### src/sv/ps2_device_command_sequencer_core_macros.svh
// Assertion macros shared by the command sequencer RTL.
// Expects signals named clock and reset in the including module.
`ifndef PS2_DEVICE_COMMAND_SEQUENCER_CORE_MACROS_SVH
`define PS2_DEVICE_COMMAND_SEQUENCER_CORE_MACROS_SVH

// Consequent checked in the same cycle as the antecedent.
`define PS2DCS_ASSERT_NOW(label, ante, cons, msg) \
   label: assert property (@(posedge clock) disable iff (reset) (ante) |-> (cons)) \
      else $error(msg);

// Consequent checked in the cycle after the antecedent.
`define PS2DCS_ASSERT_NEXT(label, ante, cons, msg) \
   label: assert property (@(posedge clock) disable iff (reset) (ante) |=> (cons)) \
      else $error(msg);

`endif

### src/sv/ps2dcs_pkg.sv
// Shared types, constants and helpers of the PS/2 command sequencer.
// No dependencies; used by every RTL module of the block.
package ps2dcs_pkg;

   localparam int QUEUE_DEPTH = 8;
   localparam int PTR_W       = (QUEUE_DEPTH > 1) ? $clog2(QUEUE_DEPTH) : 1;
   localparam int CNT_W       = PTR_W;

   localparam int BYTE_W      = 8;
   localparam int REQ_TDATA_W = 40;
   localparam int RSP_TDATA_W = 24;
   localparam int CSR_IDX_W   = 1;

   localparam logic [CSR_IDX_W-1:0] CSR_ACK_CODE    = 1'b0;
   localparam logic [CSR_IDX_W-1:0] CSR_RESEND_CODE = 1'b1;

   localparam logic [BYTE_W-1:0] ACK_CODE_RESET    = 8'd250;
   localparam logic [BYTE_W-1:0] RESEND_CODE_RESET = 8'd254;

   localparam logic [1:0] ACT_ENQUEUE = 2'd0;
   localparam logic [1:0] ACT_RX      = 2'd1;
   localparam logic [1:0] ACT_POLL    = 2'd2;

   localparam logic [1:0] FWD_NONE     = 2'd0;
   localparam logic [1:0] FWD_DATA     = 2'd1;
   localparam logic [1:0] FWD_CMD_RESP = 2'd2;

   typedef enum logic [1:0] {
      PH_NORMAL    = 2'd0,
      PH_WAIT_ACK  = 2'd1,
      PH_WAIT_RESP = 2'd2
   } phase_type;

   typedef struct packed {
      logic [BYTE_W-1:0] resp;
      logic              two;
      logic [BYTE_W-1:0] data;
      logic [BYTE_W-1:0] cmd;
   } cmd_entry_type;

   typedef struct packed {
      logic [1:0]        action;
      logic [BYTE_W-1:0] cmd_byte;
      logic              has_data;
      logic [BYTE_W-1:0] data_byte;
      logic [BYTE_W-1:0] response_count;
      logic [BYTE_W-1:0] rx_byte;
      logic              lock_granted;
   } req_item_type;

   typedef struct packed {
      logic              enqueue_ok;
      logic              send_valid;
      logic [BYTE_W-1:0] send_value;
      logic [1:0]        forward_kind;
      logic [BYTE_W-1:0] forward_value;
      logic              release_lock;
      logic [1:0]        link_phase;
   } rsp_item_type;

   typedef struct packed {
      logic [BYTE_W-1:0] ack_code;
      logic [BYTE_W-1:0] resend_code;
   } link_codes_type;

   // Circular queue pointer increment, wraps for any depth.
   function automatic logic [PTR_W-1:0] next_slot(input logic [PTR_W-1:0] ptr);
      logic [PTR_W-1:0] nxt;
      if (ptr == PTR_W'(QUEUE_DEPTH - 1)) nxt = '0;
      else nxt = ptr + PTR_W'(1);
      return nxt;
   endfunction

endpackage

### src/sv/ps2dcs_seq.sv
// Command queue memory and link sequencing logic of the PS/2 command sequencer.
// Depends on ps2dcs_pkg and the shared assertion macro header.
`include "ps2_device_command_sequencer_core_macros.svh"

module ps2dcs_seq (
   input  logic                       clock,
   input  logic                       reset,
   input  logic                       item_valid,
   input  ps2dcs_pkg::req_item_type   item,
   input  ps2dcs_pkg::link_codes_type codes,
   output ps2dcs_pkg::rsp_item_type   rsp
);
   import ps2dcs_pkg::*;

   phase_type         phase_ff, phase_in;
   logic [PTR_W-1:0]  head_ff, head_in;
   logic [PTR_W-1:0]  tail_ff, tail_in;
   logic [CNT_W-1:0]  count_ff, count_in;
   logic              idx_ff, idx_in;
   logic [BYTE_W-1:0] left_ff, left_in;

   // command store: one write port, two registered read ports (head, head+1)
   cmd_entry_type     store_mem [QUEUE_DEPTH];
   cmd_entry_type     head_rd_ff;
   cmd_entry_type     next_rd_ff;
   logic [PTR_W-1:0]  next_addr;
   logic              wr_en;
   cmd_entry_type     new_entry;
   cmd_entry_type     send_entry;
   logic              pop;
   logic              attempt;

   assign new_entry.cmd  = item.cmd_byte;
   assign new_entry.data = item.has_data ? item.data_byte : '0;
   assign new_entry.two  = item.has_data;
   assign new_entry.resp = item.response_count;
   assign next_addr      = next_slot(head_in);

   always_ff @(posedge clock) begin
      if (wr_en) begin
         store_mem[tail_ff] <= new_entry;
      end
      // write-through forwarding keeps the prefetched head entries current
      head_rd_ff <= (wr_en && tail_ff == head_in)   ? new_entry : store_mem[head_in];
      next_rd_ff <= (wr_en && tail_ff == next_addr) ? new_entry : store_mem[next_addr];
   end

   always_ff @(posedge clock) begin
      if (reset) begin
         phase_ff <= PH_NORMAL;
         head_ff  <= '0;
         tail_ff  <= '0;
         count_ff <= '0;
         idx_ff   <= 1'b0;
         left_ff  <= '0;
      end else begin
         phase_ff <= phase_in;
         head_ff  <= head_in;
         tail_ff  <= tail_in;
         count_ff <= count_in;
         idx_ff   <= idx_in;
         left_ff  <= left_in;
      end
   end

   always_comb begin
      phase_in = phase_ff;
      head_in  = head_ff;
      tail_in  = tail_ff;
      count_in = count_ff;
      idx_in   = idx_ff;
      left_in  = left_ff;
      wr_en    = 1'b0;
      pop      = 1'b0;
      attempt  = 1'b0;
      rsp      = '0;

      if (item_valid) begin
         unique case (item.action)
            ACT_ENQUEUE: begin
               if (count_ff < CNT_W'(QUEUE_DEPTH - 1)) begin
                  wr_en          = 1'b1;
                  tail_in        = next_slot(tail_ff);
                  count_in       = count_ff + CNT_W'(1);
                  rsp.enqueue_ok = 1'b1;
                  attempt        = 1'b1;
               end
            end
            ACT_RX: begin
               unique case (phase_ff)
                  PH_WAIT_ACK: begin
                     if (item.rx_byte == codes.ack_code) begin
                        if (!idx_ff && head_rd_ff.two) begin
                           idx_in   = 1'b1;
                           phase_in = PH_NORMAL;
                        end else if (head_rd_ff.resp != '0) begin
                           left_in  = head_rd_ff.resp;
                           phase_in = PH_WAIT_RESP;
                        end else begin
                           pop              = 1'b1;
                           phase_in         = PH_NORMAL;
                           rsp.release_lock = 1'b1;
                        end
                     end else if (item.rx_byte == codes.resend_code) begin
                        phase_in = PH_NORMAL;
                     end else begin
                        rsp.forward_kind  = FWD_CMD_RESP;
                        rsp.forward_value = item.rx_byte;
                     end
                  end
                  PH_WAIT_RESP: begin
                     if (left_ff <= BYTE_W'(1)) begin
                        pop              = 1'b1;
                        phase_in         = PH_NORMAL;
                        rsp.release_lock = 1'b1;
                     end else begin
                        left_in = left_ff - BYTE_W'(1);
                     end
                     rsp.forward_kind  = FWD_DATA;
                     rsp.forward_value = item.rx_byte;
                  end
                  default: begin
                     rsp.forward_kind  = FWD_DATA;
                     rsp.forward_value = item.rx_byte;
                  end
               endcase
               attempt = 1'b1;
            end
            ACT_POLL: begin
               attempt = 1'b1;
            end
            default: begin
            end
         endcase
      end

      if (pop) begin
         if (count_ff != '0) begin
            head_in  = next_slot(head_ff);
            count_in = count_ff - CNT_W'(1);
         end
         idx_in  = 1'b0;
         left_in = '0;
      end

      // head entry source: next slot after a pop, the incoming entry on an
      // enqueue into an empty queue, else the prefetched head
      if (pop) send_entry = next_rd_ff;
      else if (count_ff == '0) send_entry = new_entry;
      else send_entry = head_rd_ff;

      if (attempt && phase_in == PH_NORMAL && count_in != '0 && item.lock_granted) begin
         phase_in       = PH_WAIT_ACK;
         rsp.send_valid = 1'b1;
         rsp.send_value = (idx_in && send_entry.two) ? send_entry.data : send_entry.cmd;
      end

      rsp.link_phase = phase_in;
   end

   `PS2DCS_ASSERT_NOW(a_count_bound, 1'b1, count_ff <= CNT_W'(QUEUE_DEPTH - 1),
      "queue holds more commands than allowed")
   `PS2DCS_ASSERT_NOW(a_busy_has_cmd, phase_ff != PH_NORMAL, count_ff != '0,
      "link busy with an empty queue")
   `PS2DCS_ASSERT_NEXT(a_enq_count, item_valid && rsp.enqueue_ok,
      count_ff == $past(count_ff) + CNT_W'(1), "accepted enqueue did not grow queue")
   `PS2DCS_ASSERT_NEXT(a_send_waits, item_valid && rsp.send_valid,
      phase_ff == PH_WAIT_ACK, "sent byte without entering ack wait")

endmodule

### src/sv/ps2dcs_skid.sv
// Two-entry output register with skid slot for the result channel.
// Depends on ps2dcs_pkg and the shared assertion macro header.
`include "ps2_device_command_sequencer_core_macros.svh"

module ps2dcs_skid (
   input  logic                     clock,
   input  logic                     reset,
   input  logic                     in_valid,
   output logic                     in_ready,
   input  ps2dcs_pkg::rsp_item_type in_item,
   output logic                     out_valid,
   input  logic                     out_ready,
   output ps2dcs_pkg::rsp_item_type out_item
);
   import ps2dcs_pkg::*;

   logic         main_valid_ff;
   logic         skid_valid_ff;
   rsp_item_type main_ff;
   rsp_item_type skid_ff;
   logic         in_fire;
   logic         out_fire;

   assign in_ready  = !skid_valid_ff;
   assign in_fire   = in_valid && in_ready;
   assign out_fire  = main_valid_ff && out_ready;
   assign out_valid = main_valid_ff;
   assign out_item  = main_ff;

   always_ff @(posedge clock) begin
      if (reset) begin
         main_valid_ff <= 1'b0;
         skid_valid_ff <= 1'b0;
      end else if (in_fire) begin
         if (!main_valid_ff || out_fire) begin
            main_valid_ff <= 1'b1;
         end else begin
            skid_valid_ff <= 1'b1;
         end
      end else if (out_fire) begin
         if (skid_valid_ff) skid_valid_ff <= 1'b0;
         else main_valid_ff <= 1'b0;
      end
   end

   always_ff @(posedge clock) begin
      if (in_fire) begin
         if (!main_valid_ff || out_fire) main_ff <= in_item;
         else skid_ff <= in_item;
      end else if (out_fire && skid_valid_ff) begin
         main_ff <= skid_ff;
      end
   end

   `PS2DCS_ASSERT_NOW(a_skid_behind_main, skid_valid_ff, main_valid_ff,
      "skid slot filled while output register empty")
   `PS2DCS_ASSERT_NEXT(a_skid_fill, main_valid_ff && !out_ready && in_valid && in_ready,
      skid_valid_ff, "stalled transaction not caught in skid slot")
   `PS2DCS_ASSERT_NEXT(a_skid_drain, skid_valid_ff && out_ready, !skid_valid_ff,
      "skid slot did not drain")

endmodule

### src/sv/ps2_device_command_sequencer_core.sv
// Top level of the PS/2 host command sequencer: stream ports, link code registers.
// Depends on ps2dcs_pkg, ps2dcs_seq and ps2dcs_skid.
//
// Host side command sequencer for one PS/2 device. Each req transaction is an event
// (tuser = action): enqueue a command of one or two bytes with an expected response
// count, a byte received from the device, or a poll. Every accepted req transaction
// yields exactly one rsp transaction, in order. The block takes one transaction per
// clock cycle while req_tready is high; its result is registered before it appears
// on rsp. Queue state lives in a QUEUE_DEPTH-entry command memory with one write
// port and two registered read ports that prefetch the head entry and the one after
// it, with write-through forwarding, so a command can finish and the next one start
// sending in the same transaction. The queue holds at most QUEUE_DEPTH - 1 commands;
// an enqueue beyond that is refused (enqueue_ok = 0). The memory needs no clearing
// pass after reset: entries are only read while the queue holds them. The rsp side
// has an output register plus a skid slot: a transaction accepted while the output
// register is stalled waits in the skid slot, and req_tready is low only while that
// slot is full, so a rsp stall holds back req only once that slot has filled. The ack
// and resend codes (reset 250 and 254) are to be written through the csr port only
// while the block is idle; the block itself does not enforce this. If they are equal,
// a matching byte counts as ACK.
module ps2_device_command_sequencer_core (
   input  logic                                   clock,
   input  logic                                   reset,
   // req_tdata: cmd_byte[7:0], has_data[8], data_byte[16:9], response_count[24:17],
   //            rx_byte[32:25], lock_granted[33], zero fill[39:34]
   input  logic                                   req_tvalid,
   output logic                                   req_tready,
   input  logic [ps2dcs_pkg::REQ_TDATA_W-1:0]     req_tdata,
   // req_tuser: action[1:0]
   input  logic [1:0]                             req_tuser,
   // rsp_tdata: enqueue_ok[0], send_valid[1], send_value[9:2], forward_value[17:10],
   //            release_lock[18], link_phase[20:19], zero fill[23:21]
   output logic                                   rsp_tvalid,
   input  logic                                   rsp_tready,
   output logic [ps2dcs_pkg::RSP_TDATA_W-1:0]     rsp_tdata,
   // rsp_tuser: forward_kind[1:0]
   output logic [1:0]                             rsp_tuser,
   input  logic                                   csr_wr_en,
   input  logic [ps2dcs_pkg::CSR_IDX_W-1:0]       csr_index,
   input  logic [ps2dcs_pkg::BYTE_W-1:0]          csr_wdata
);
   import ps2dcs_pkg::*;

   logic [BYTE_W-1:0] ack_code_ff;
   logic [BYTE_W-1:0] resend_code_ff;
   link_codes_type    codes;
   req_item_type      req_item;
   rsp_item_type      seq_rsp;
   rsp_item_type      out_item;
   logic              req_fire;

   // link code registers, write only
   always_ff @(posedge clock) begin
      if (reset) begin
         ack_code_ff    <= ACK_CODE_RESET;
         resend_code_ff <= RESEND_CODE_RESET;
      end else if (csr_wr_en) begin
         unique case (csr_index)
            CSR_ACK_CODE:    ack_code_ff    <= csr_wdata;
            CSR_RESEND_CODE: resend_code_ff <= csr_wdata;
         endcase
      end
   end

   assign codes.ack_code    = ack_code_ff;
   assign codes.resend_code = resend_code_ff;

   // unpack the req transaction
   assign req_item.action         = req_tuser;
   assign req_item.cmd_byte       = req_tdata[7:0];
   assign req_item.has_data       = req_tdata[8];
   assign req_item.data_byte      = req_tdata[16:9];
   assign req_item.response_count = req_tdata[24:17];
   assign req_item.rx_byte        = req_tdata[32:25];
   assign req_item.lock_granted   = req_tdata[33];

   assign req_fire = req_tvalid && req_tready;

   ps2dcs_seq u_seq (
      .clock      (clock),
      .reset      (reset),
      .item_valid (req_fire),
      .item       (req_item),
      .codes      (codes),
      .rsp        (seq_rsp)
   );

   ps2dcs_skid u_skid (
      .clock     (clock),
      .reset     (reset),
      .in_valid  (req_tvalid),
      .in_ready  (req_tready),
      .in_item   (seq_rsp),
      .out_valid (rsp_tvalid),
      .out_ready (rsp_tready),
      .out_item  (out_item)
   );

   // pack the rsp transaction
   assign rsp_tdata = {3'b000, out_item.link_phase, out_item.release_lock,
                       out_item.forward_value, out_item.send_value,
                       out_item.send_valid, out_item.enqueue_ok};
   assign rsp_tuser = out_item.forward_kind;

endmodule
### config.mk
export PLATFORM = sky130hd
export DESIGN_NAME = ps2_device_command_sequencer_core
export DESIGN_NICKNAME = d
export VERILOG_FILES = /design/src/sv/ps2dcs_pkg.sv /design/src/sv/ps2dcs_seq.sv /design/src/sv/ps2dcs_skid.sv /design/src/sv/ps2_device_command_sequencer_core.sv
export VERILOG_INCLUDE_DIRS = /design/src /design/src/sv
export SDC_FILE = /design/constraint.sdc
export NUM_CORES = 1
export LEC_CHECK = 0
export ABC_AREA = 1
export BUFFER_PORTS_ARGS = -buffer_cell sky130_fd_sc_hd__buf_2
export CORE_ASPECT_RATIO = 1.5
export CORE_MARGIN = 2
export CORE_UTILIZATION = 55
export CTS_CLUSTER_SIZE = 16
export DETAILED_ROUTE_END_ITERATION = 6
export PLACE_DENSITY = 0.84
export SYNTH_ARGS = -nofsm -noshare
export SYNTH_HDL_FRONTEND = slang
export SYNTH_SLANG_ARGS = --single-unit
### constraint.sdc
create_clock -name clock -period 4 [get_ports clock]
set_clock_uncertainty 0.1 [all_clocks]
set_input_delay 0.8 -clock clock [delete_from_list [all_inputs] [get_ports clock]]
set_output_delay 0.8 -clock clock [all_outputs]
set_load 0.02 [all_outputs]
# Word level (Yosys, flattened, before mapping)
# Memories as Yosys holds them, arrays and structs flattened. A register that Yosys moved wholly into a read port is not among the register bits.
# Index checks and enable logic that the tools add are counted.
# word_totals
n_memories	1
ramBits	200
wordCells	151
register_bits	101
input_bits	56
# mem_list
name	words	word_bits	read_ports	rd_ports_with_merged_regs	write_ports	line_no	source
u_seq.store_mem	8	25	2	1	1	ps2dcs_seq.sv:23	cmd_entry_type store_mem [QUEUE_DEPTH];
# classes
order_cmp	2
n_addsub	6
muxes	64
eq_ne	17
reduce_logical	32
bitwise	2
# ops
op	n
$mux 23	3
$mux 17	3
$mux 8	6
$mux 10	3
$mux 3	10
$mux 1	25
$eq 8x8->1	2
$mux 2	8
$pmux 8 s2	1
$add 3x1->3 const B	4
$mux 11	1
$reduce_and 2->1	5
$eq 3x3->1 const B	3
$logic_and 1x1->1	9
$mux 9	1
$le 8x1->1 const B	1
$ne 2x2->1 const B	4
$reduce_bool 8->1	1
$sub 8x1->8 const B	1
$reduce_and 7->1	1
$ne 2x1->1 const B	3
$reduce_and 3->1	2
$reduce_bool 2->1	3
$reduce_bool 3->1	2
other kinds (13)	21

# Depth between registers and ports, before layout
# logic_depth
word_depth	14
depth_mapped	28
depth_no_buf	25

# Modules after synthesis
# A second synthesis with hierarchy kept.
# hier_totals
hier_cells	1456
area_unflattened_um2	13900.8
# by_module_without_submodules
mod	n_inst	area_each_um2	seq_area_each_um2	cells_each
ps2dcs_seq	1	11436.0	6626.4	1233
ps2dcs_skid	1	1830.5	1421.4	140
ps2_device_command_sequencer_core	1	634.4	320.3	83

# Worst setup path before layout
# No wires, ideal clock.
# synth_path
kind	input port to flip-flop
start	input port req_tuser[1]
end	register u_seq.next_rd_ff[6] (netlist name)
path_buffers	3
setup_time_ns	0.113
required_ns	3.787
t_arrival_ns	3.795
setup_slack_ns	-0.008
stages	17
path_cell_list	inv_1 > ha_1 > inv_1 > nor3_2 > nand3_4 > nand2_4 > nand2_4 > buf_4 > ha_1 > ha_1 > clkbuf_1 > xor2_1 > nor4_1 > nand3_4 > buf_4 > nand3_1 > nand2_1
# synth_via
elab_chain_len	9
word_cells_on_any_way	14
classes_between	add/sub (1); eq/ne (3); mux (7); reduce/logical (2); memory (1)
# synth_lines
element	line_no	source
start: declaration	ps2_device_command_sequencer_core.sv:30	input logic [1:0] req_tuser,
$eq 2x1->1 (*)	ps2dcs_seq.sv:79	unique case (item.action)
$mux 1 (*)	ps2dcs_seq.sv:79	
$mux 1 (*)	ps2dcs_seq.sv:78	if (item_valid) begin
$mux 3 (*)	ps2dcs_seq.sv:137	if (pop) begin
named net u_seq.head_in[0]	ps2dcs_seq.sv:16	logic [PTR_W-1:0] head_ff, head_in;
$add 3x1->3 or $eq 3x3->1 (tied branches)	ps2dcs_pkg.sv:70, ps2dcs_pkg.sv:69	
$mux 3 (*)	ps2dcs_pkg.sv:69	if (ptr == PTR_W'(QUEUE_DEPTH - 1)) nxt = '0;
parallel branches: the longest is 2 deep, another holds $mem_v2 8x25	-	
$mux 17 (*)	ps2dcs_seq.sv:45	next_rd_ff <= (wr_en && tail_ff == next_addr) ? new_entry : store_mem[next_addr];
end signal: assignment	ps2dcs_seq.sv:45	
end: declaration	ps2dcs_seq.sv:25	cmd_entry_type next_rd_ff;
# Mark *: on every way through the listed nets, which the timed path passes.
# A chain may end at the register's enable or synchronous reset.

==> flow_summary_export.csv <==
group,metric,value,unit
outcome,outcome,"complete, no violations",
setup_path,worst-path-max-fanout,24,
timing,tns,0,ps
run,maxCapViolCount,0,
timing,tightest_slew,1300,ps
global_routing,grt_overflow,0,
logic_synthesis,syn-instance-count,1445,
timing,relSlewSlack,12.2,%
timing,finalCritPeriodShare,94.5,%
timing,hold_viol_final,0,
logic_synthesis,synth_top_area_share,53.8,%
setup_path,worstPathRequired,4390,ps
place,io_buffer_count,74,
logic_synthesis,synth_ff_type,"edfxtp_1",
finish,fillers,1805,
logic_synthesis,synthDistinctLibCells,42,
power,p_int,5.11,mW
floorplan,start_util,56.2,%
timing,rsz0062_at_grt,"false",
logic_synthesis,async_reset_ff_share,0,%
clocking,tritoncts,"yes",
setup_path,cp-start-kind,"flop",
global_routing,grt_max_degree,99,
power,comb_power_share,5.7,%
floorplan,die_area,26300,um2
drt,drtIter0Drc,951,
logic_synthesis,syn_area_per_cell,9.50,um2
global_routing,grt_pass1_vias,10565,
global_routing,grt_util_all_layers,24.8,%
setup_path,arrival,4170,ps
logic_synthesis,synth_seq_area_share,60.9,%
floorplan,num_rows,70,
power,total_switching_power,1.38,mW
logic_synthesis,synth-seq-cells,295,
floorplan,die_x,133,um
floorplan,ioPinCount,84,
drt,ant_nets,0,
place,place_hpwl,20400,um
drt,vias_per_cell,5.68,
timing,drv_slew,0,
logic_synthesis,synth_edf_count,246,
logic_synthesis,synth_area_leaders,"edfxtp_1 54%, nand2_1 9.3%, dfxtp_1 7.1%, inv_1 5.5%, nand3_1 5.0%",
clocking,cts.clk_slew.worst_paths,70,ps
drt,avgRoutedWirePerCell,17.8,um
logic_synthesis,yosys.area.top_type,"edfxtp_1",
clocking,numCtsBuffers,27,
place,numPlacedInstances,1798,
place,globalplace.congestion,0.879,
logic_synthesis,syn_area,13700,um2
floorplan,die_h,198,um
global_routing,grt_antenna_before_repair,1,
power,p_leak,6.52,nW
power,ir_worst_vdd,370,uV
timing,whs,384,ps
power,power_frac_seq,52.7,%
setup_path,crit_path_end_kind,"flop",
drt,wirelength,32900,um
clocking,clockBufferDepth,3,
timing,setup_violations,0,
timing,final.min_clock_period,3780,ps
worst_hold_path,min_path_type,"in -> reg",
finish,fin_nets,1575,
clocking,holdBufCountCts,0,
power,p_per_area,421,nW/um2
finish,final_cell_count_no_fill,1849,
clocking,post-cts-setup-buffers,0,
clocking,h-tree-depth,1,
power,pwr-share-clk,41.6,%
timing,fmax,0.265,GHz
logic_synthesis,yosys_warnings,0,
drt,dr_total_vias,10509,
setup_path,worstSetupPathType,"reg -> reg",
drt,first_pass_iters,5,
finish,areaGrowthSynthToFinish,12.2,%
drt,drc,0,
clocking,cts_root_buf,"clkbuf_16",
floorplan,core,24400,um2
global_routing,grt_pass1_wl,51700,um
power,p_sw_share,21.2,%
clocking,cts.sinks,295,
finish,drive_gt1_share,12.1,%
clocking,insertion_delay,550,ps
==> power by group through the flow <==
stage	clock network, mW	logic (mW)	registers [mW]
detailed placement	0	0.361	3.49
CTS	2.71	0.366	3.42
global placement	0	0.348	3.48
finish	2.70	0.367	3.42
global route	2.82	0.407	3.42
floorplan	0	0.184	3.52
==> metal layers <==
layer	wire length (um)	global-route usage [%]	vias up
met3	2830	3.93	144
li1	-	-	4911
met4	1800	15.7	0
met5	0	0	-
met1	11600	27.8	4881
met2	16600	44.0	573
==> layout by cell type, fill, tap and decap left out, types with 3 or more instances in the layout <==
master,count
a21oi_1,99
xnor2_1,9
buf_2,74
dfxtp_1,47
nor2_2,11
conb_1,3
a31oi_1,3
a211oi_1,7
clkinv_2,4
clkbuf_16,27
nand2_4,4
xor2_1,8
o21ai_0,97
clkbuf_1,6
nor2_1,56
ha_1,16
inv_1,202
o311ai_0,13
nand2_1,342
clkinv_1,9
or2_2,3
buf_12,3
nand3_1,137
nand3b_1,10
edfxtp_1,246
nor3_1,10
o211ai_1,10
bufinv_16,5
buf_4,34
==> layout make-up <==
cell class	instances	area (um2)	area share [%]
Timing Repair Buffer	111	686	4.45
Multi-Input combinational cell	858	4220	27.4
Antenna cell	1	2.50	0.0162
Tap cell	324	405	2.63
Clock buffer	35	726	4.71
Clock inverter	15	203	1.32
Inverter	210	792	5.14
Sequential cell	295	8380	54.3
==> worst max-delay path: stages (launching register included) <==
cell	delay, ps
dfxtp_4	360
clkinv_2	100
buf_4	260
nand2_1	90
nand3_1	70
nand3_1	130
nand3_1	120
nand2_1	90
nor2_1	150
nand3_2	110
nand2_4	90
nand3_4	80
inv_2	130
or2_2	120
inv_1	40
a21oi_1	190
ha_1	200
ha_1	250
xor2_1	160
nor4_1	230
buf_4	160
nand3_4	170
inv_4	170
nand2_1	80
nand2_1	60
==> sequential cells by signal (all words and copies together), names as in the netlist, named ones only <==
name                  flops
u_seq.head_ff             3
u_seq.store_mem         200
u_seq.next_rd_ff          8
u_seq.count_ff            3
u_skid.out_valid          1
u_seq.tail_ff             3
u_skid.out_item          23
u_seq.left_ff             8
u_skid.skid_valid_ff      1
resend_code_ff            8
ack_code_ff               8
u_seq.phase_ff            2
u_skid.skid_ff           23
u_seq.idx_ff              1
==> cells by family (layout without fill, tap and decap cells) <==
group           count (synthesis)  in the layout  share of synthesized area [%]
simple gates                  587            587                           18.5
flops                         295            295                           60.9
buf+inv                       294            371                           8.65
compound gates                235            235                           9.32
xor+xnor                       17             17                           1.08
fa+ha+maj                      16             16                           1.46
other cells                     1              4                         0.0273
==> cell usage after synthesis (3+ instances only) <==
| library cell | n |
|---|---|
| dfxtp_1 | 49 |
| buf_6 | 4 |
| nand2_1 | 342 |
| ha_1 | 16 |
| nand3b_1 | 10 |
| o311ai_0 | 13 |
| nand2_4 | 4 |
| inv_1 | 202 |
| edfxtp_1 | 246 |
| a21oi_1 | 99 |
| nor2_1 | 64 |
| nor3_1 | 11 |
| nor2_2 | 3 |
| o21ai_0 | 97 |
| a211oi_1 | 7 |
| nand3_1 | 137 |
| buf_4 | 6 |
| or2_2 | 3 |
| xor2_1 | 8 |
| buf_1 | 6 |
| a31oi_1 | 3 |
| clkinv_1 | 5 |
| buf_2 | 22 |
| clkbuf_1 | 46 |
| o211ai_1 | 10 |
| xnor2_1 | 9 |
==> stage by stage <==
stage / utilization, % / area [um2] / power [mW] / setup slack [ps]
2_1_floorplan: - / 13700 / 3.70 / 87.8
4_1_cts: 63.0 / 15400 / 6.50 / 253
6_report: 63.1 / 15400 / 6.48 / 220
3_5_place_dp: 59.2 / 14500 / 3.85 / 6.46
5_1_grt: 63.1 / 15400 / 6.65 / 2.43
3_3_place_gp: 59.2 / 14500 / 3.83 / 163
==> what timing repair did <==
item	CTS	global route
hold endpoints to repair	0	0
resized for setup	0	2
setup endpoints to repair	0	8
==> worst paths after layout <==
| check | from | end | slack, ps | cells past startpoint |
|---|---|---|---|---|
| worst max-delay path | flop | u_seq.next_rd_ff[4]$_DFF_P_ | 220 | 24 |
| worst min-delay path | csr_wdata[5] | resend_code_ff[5]$_SDFFE_PP1P_ | 380 | 3 |
| worst max register to register | flop | u_seq.next_rd_ff[4]$_DFF_P_ | 220 | 24 |
| worst min register to register | ack_code_ff[4]$_SDFFE_PP1P_ | ack_code_ff[4]$_SDFFE_PP1P_ | 390 | 2 |
(Power assumes the default switching activity.)
